--- src/rtl/ibmw_pkg.sv ---
// Shared request codes, walk level codes, field widths and types for the block map walker.
`default_nettype none

package ibmw_pkg;

    // Widths of the request and result fields.
    localparam int REQ_W  = 2;
    localparam int EIDX_W = 4;
    localparam int SBLK_W = 8;
    localparam int WIDX_W = 7;
    localparam int WORD_W = 32;
    localparam int LBLK_W = 22;

    typedef logic [REQ_W-1:0] req_t;
    typedef logic [1:0]       lvl_t;

    localparam req_t REQ_SET_ENTRY  = 2'd0;
    localparam req_t REQ_STORE_WORD = 2'd1;
    localparam req_t REQ_LOOKUP     = 2'd2;

    // Number of pointer-store reads still to do once the address entry is known.
    localparam lvl_t LVL_DIRECT = 2'd0;
    localparam lvl_t LVL_SINGLE = 2'd1;
    localparam lvl_t LVL_DOUBLE = 2'd2;
    localparam lvl_t LVL_TRIPLE = 2'd3;

    typedef struct packed {
        logic beyond;
        lvl_t level;
    } walk_start_t;

endpackage

`default_nettype wire

--- src/rtl/ibmw_level_dec.sv ---
// Splits a logical block number into its indirection level and the offset within that level.
`default_nettype none

module ibmw_level_dec
    import ibmw_pkg::*;
#(
    parameter int DIRECT_ENTRIES = 10,
    parameter int PTRS_PER_BLOCK = 128,
    localparam int REM_W = 3 * $clog2(PTRS_PER_BLOCK)
) (
    input  wire logic [LBLK_W-1:0] logical_block,
    output walk_start_t            start,
    output logic [REM_W-1:0]       rem
);

    localparam logic [31:0] SPAN0 = 32'(DIRECT_ENTRIES);
    localparam logic [31:0] SPAN1 = 32'(PTRS_PER_BLOCK);
    localparam logic [31:0] SPAN2 = 32'(PTRS_PER_BLOCK * PTRS_PER_BLOCK);
    localparam logic [31:0] SPAN3 = 32'(PTRS_PER_BLOCK * PTRS_PER_BLOCK * PTRS_PER_BLOCK);
    localparam logic [31:0] LIM1  = SPAN0;
    localparam logic [31:0] LIM2  = LIM1 + SPAN1;
    localparam logic [31:0] LIM3  = LIM2 + SPAN2;
    localparam logic [31:0] LIM4  = LIM3 + SPAN3;

    logic [31:0] lblk;
    logic [31:0] base;
    logic [31:0] diff;

    assign lblk = 32'(logical_block);

    // The level comparisons run in parallel against constant limits.
    always_comb begin
        start.beyond = 1'b0;
        if (lblk < LIM1) begin
            start.level = LVL_DIRECT;
            base        = 32'd0;
        end else if (lblk < LIM2) begin
            start.level = LVL_SINGLE;
            base        = LIM1;
        end else if (lblk < LIM3) begin
            start.level = LVL_DOUBLE;
            base        = LIM2;
        end else begin
            start.level  = LVL_TRIPLE;
            base         = LIM3;
            start.beyond = (lblk >= LIM4);
        end
    end

    assign diff = lblk - base;
    assign rem  = diff[REM_W-1:0];

endmodule

`default_nettype wire

--- config.mk ---
export PLATFORM = sky130hd
export DESIGN_NAME = ibmw_level_dec
export DESIGN_NICKNAME = d
export VERILOG_FILES = /design/src/rtl/ibmw_pkg.sv /design/src/rtl/ibmw_level_dec.sv
export SDC_FILE = /design/constraint.sdc
export NUM_CORES = 1
export LEC_CHECK = 0
export BUFFER_PORTS_ARGS = -buffer_cell sky130_fd_sc_hd__buf_2
export CORE_UTILIZATION = 35
export DETAILED_ROUTE_END_ITERATION = 6
export GPL_ROUTABILITY_DRIVEN = 0
export PLACE_DENSITY_LB_ADDON = 0.15
export SLEW_MARGIN = 10
export SYNTH_ARGS = -nofsm -noshare
export SYNTH_HDL_FRONTEND = slang
export SYNTH_SLANG_ARGS = --single-unit
--- constraint.sdc ---
create_clock -name vclk -period 4
set_input_delay 0.4 -clock vclk [all_inputs]
set_output_delay 0.4 -clock vclk [all_outputs]
set_load 0.005 [all_outputs]
==> results.cfg <==
[hold_path]
holdPathStages = 0
holdCritPathClass = primary input to output pin
holdPathEnd = rem[0]
hold_start = logical_block[0]

[floorplan]
coreArea_mm2 = 0.001524
io_pins = 46
dieArea_mm2 = 0.001818
die_h_um = 42.64
die_w_um = 42.64
initial_core_util_pct = 37.93
rows = 14

[timing]
slew_headroom_pct = 80.70
slew_violations = 0
tns_ns = 0
hold_slack_ns = 0.8000
fin_crit_ns = 3.735
tightest_slew_ns = 0.2868
period_share_pct = 93.38
rsz0062_at_grt = false
setup_ws_ns = 0.2648
hold_viol = 0
fmax_mhz = 267.7
setup_viol = 0

[route]
antenna_left = 0
routed_wl_um = 1370
drt_first_iter_violations = 9
detail_route.wl_per_cell_um = 9.448
first_pass_iters = 4
drcViolationCount = 0
routed_via_density = 5.021
via_count = 728

[setup_path]
path_cells = buf_2 > or4_4 > or3_1 > nor2_1 > nand2_1 > nor3_2 > ha_1 > nor2b_1 > o31a_1 > a221oi_2 > nand2_1 > xnor2_1 > buf_2
crit_required_ns = 3.60
startpoint_type = primary input
crit_type = primary input to output pin
cp_data_arrival_time_ns = 3.34
crit_fanout = 4
endpoint_kind = output pin
cp_slowest_stage_delay_ns = 0.55
slowest_stage = or4_4

[global_routing]
antenna_found_initial = 0
first_global_vias = 552
grt_max_degree = 8
gr-total-overflow = 0
grt_usage_pct = 14.36
grt_pass1_wl_um = 2208

[power]
peakVddDrop_mv = 0.03288
powerDensity_mw_per_mm2 = 89.73
p_leak_nw = 0.3908

[finish]
layout-drive-gt1-share_pct = 37.98
diodes = 0
fin_area_um2 = 815.8
n_sequential_cell = 0
num-clock-buffers = 0
area_growth_pct = 41.13
nFillCells = 165
nets = 158
stdcell_count = 145
seqCellArea_um2 = 0

[run]
cap_violations = 0

[synthesis]
ys_seq_area_share_pct = 0
synth_top_area_cell = xnor2_1
avgSynthCellArea_um2 = 6.722
syn_inst = 86
synth_area_leaders = xnor2_1 14%, xor2_1 14%, ha_1 11%
synth.cell_area_um2 = 578.1
synth_cell_types = 25
synth_top_area_share_pct = 13.64
syn_nets = 113
ys_warn_count = 0

[placement]
place_area_um2 = 810.8
dp.cells = 145
port_buffers = 44
place_ws_ns = 0.2526
hpwlAfterDp_um = 1177

[clock_tree]
post-cts-setup-buffer-count = 0
ctsResizeCount = 0
cts_hold_buf = 0

[run_status]
status = finished, final reports clean
## where the power goes
part / total, W / switching, W / internal, W
Combinational: 0.0000732 / 0.0000361 / 0.0000371
Sequential: 0 / 0 / 0
Clock: 0 / 0 / 0
Total: 0.0000732 / 0.0000361 / 0.0000371
## through the flow
stage               total power (W)  utilization (%)
floorplan                0.00003688                -
global placement         0.00007326            53.20
detailed placement       0.00007350            53.20
CTS                      0.00007393            53.20
global route             0.00008186            53.53
finish                   0.00007320            53.53
## layout make-up
cell class / instances / area [µm²] / share of cell area (%)
well taps: 16 / 20.02 / 2.454
multi-input cells: 80 / 556.8 / 68.25
repair buffers: 44 / 220.2 / 26.99
inverters: 5 / 18.77 / 2.301
## routing by layer
layer,global-route usage (%),share of wire [%],routed length (µm),vias up
met4,0.6250,0,0,0
met5,0,0,0,-
met2,23.03,45,613,22
li1,-,-,-,394
met1,22.05,49,674,312
met3,0.4310,6.0,82,0
## worst max-delay path, delay by kind of cell
family          cells  cell delay (ns)
simple gates        7             1.61
compound gates      2             0.64
fa+ha+maj           1             0.29
buf+inv             2             0.25
xor+xnor            1             0.15
## worst max path at each step
| stage | end | from | slack [ns] | depth (start not counted) |
|---|---|---|---|---|
| 5_1_grt | rem[17] | logical_block[10] | 0.02 | 14 |
| 3_3_place_gp | rem[19] | logical_block[10] | 0.31 | 13 |
| 6_report | rem[19] | logical_block[10] | 0.26 | 13 |
| 3_5_place_dp | rem[19] | logical_block[10] | 0.25 | 13 |
| 4_1_cts | rem[19] | logical_block[10] | 0.24 | 13 |
| 2_1_floorplan | rem[19] | logical_block[10] | 0.66 | 11 |
## cell usage in the layout, fill, tap and decap left out, drive strengths merged, types with 2 or more instances in the layout
cell,netlist,routed
nor3,5,5
nor2b,2,2
nor4,3,3
nand2,5,5
inv,5,5
a211o,2,2
a21oi,6,6
nand3,2,2
nor2,9,9
or4,2,2
ha,5,5
xor2,9,9
or3,4,4
nand2b,5,5
buf,1,44
o21ai,5,5
xnor2,9,9
## synth_stat cells (all sizes together)
cell / instances
and2: 1
a21oi: 6
ha: 5
a211o: 2
nor4: 3
xor2: 9
nand2b: 5
a221oi: 1
nor3: 5
buf: 1
nor3b: 1
xnor2: 9
o31ai: 1
a21o: 1
inv: 5
nand3: 2
or4: 2
nor2b: 2
or3: 4
a21boi: 1
nor2: 9
o31a: 1
nand2: 5
o21ai: 5
## logic make-up (layout without fill, tap and decap cells)
kind of cell | Yosys count | count (layout) | synth area share (%)
XOR/XNOR | 18 | 18 | 27.27
AND/OR/NAND/NOR | 39 | 39 | 36.58
buffers and inverters | 6 | 49 | 4.546
AO/OA/AOI/OAI | 18 | 18 | 20.78
adder cells (fa/ha/maj) | 5 | 5 | 10.82
Note: power is estimated with default switching activity, not from simulation.
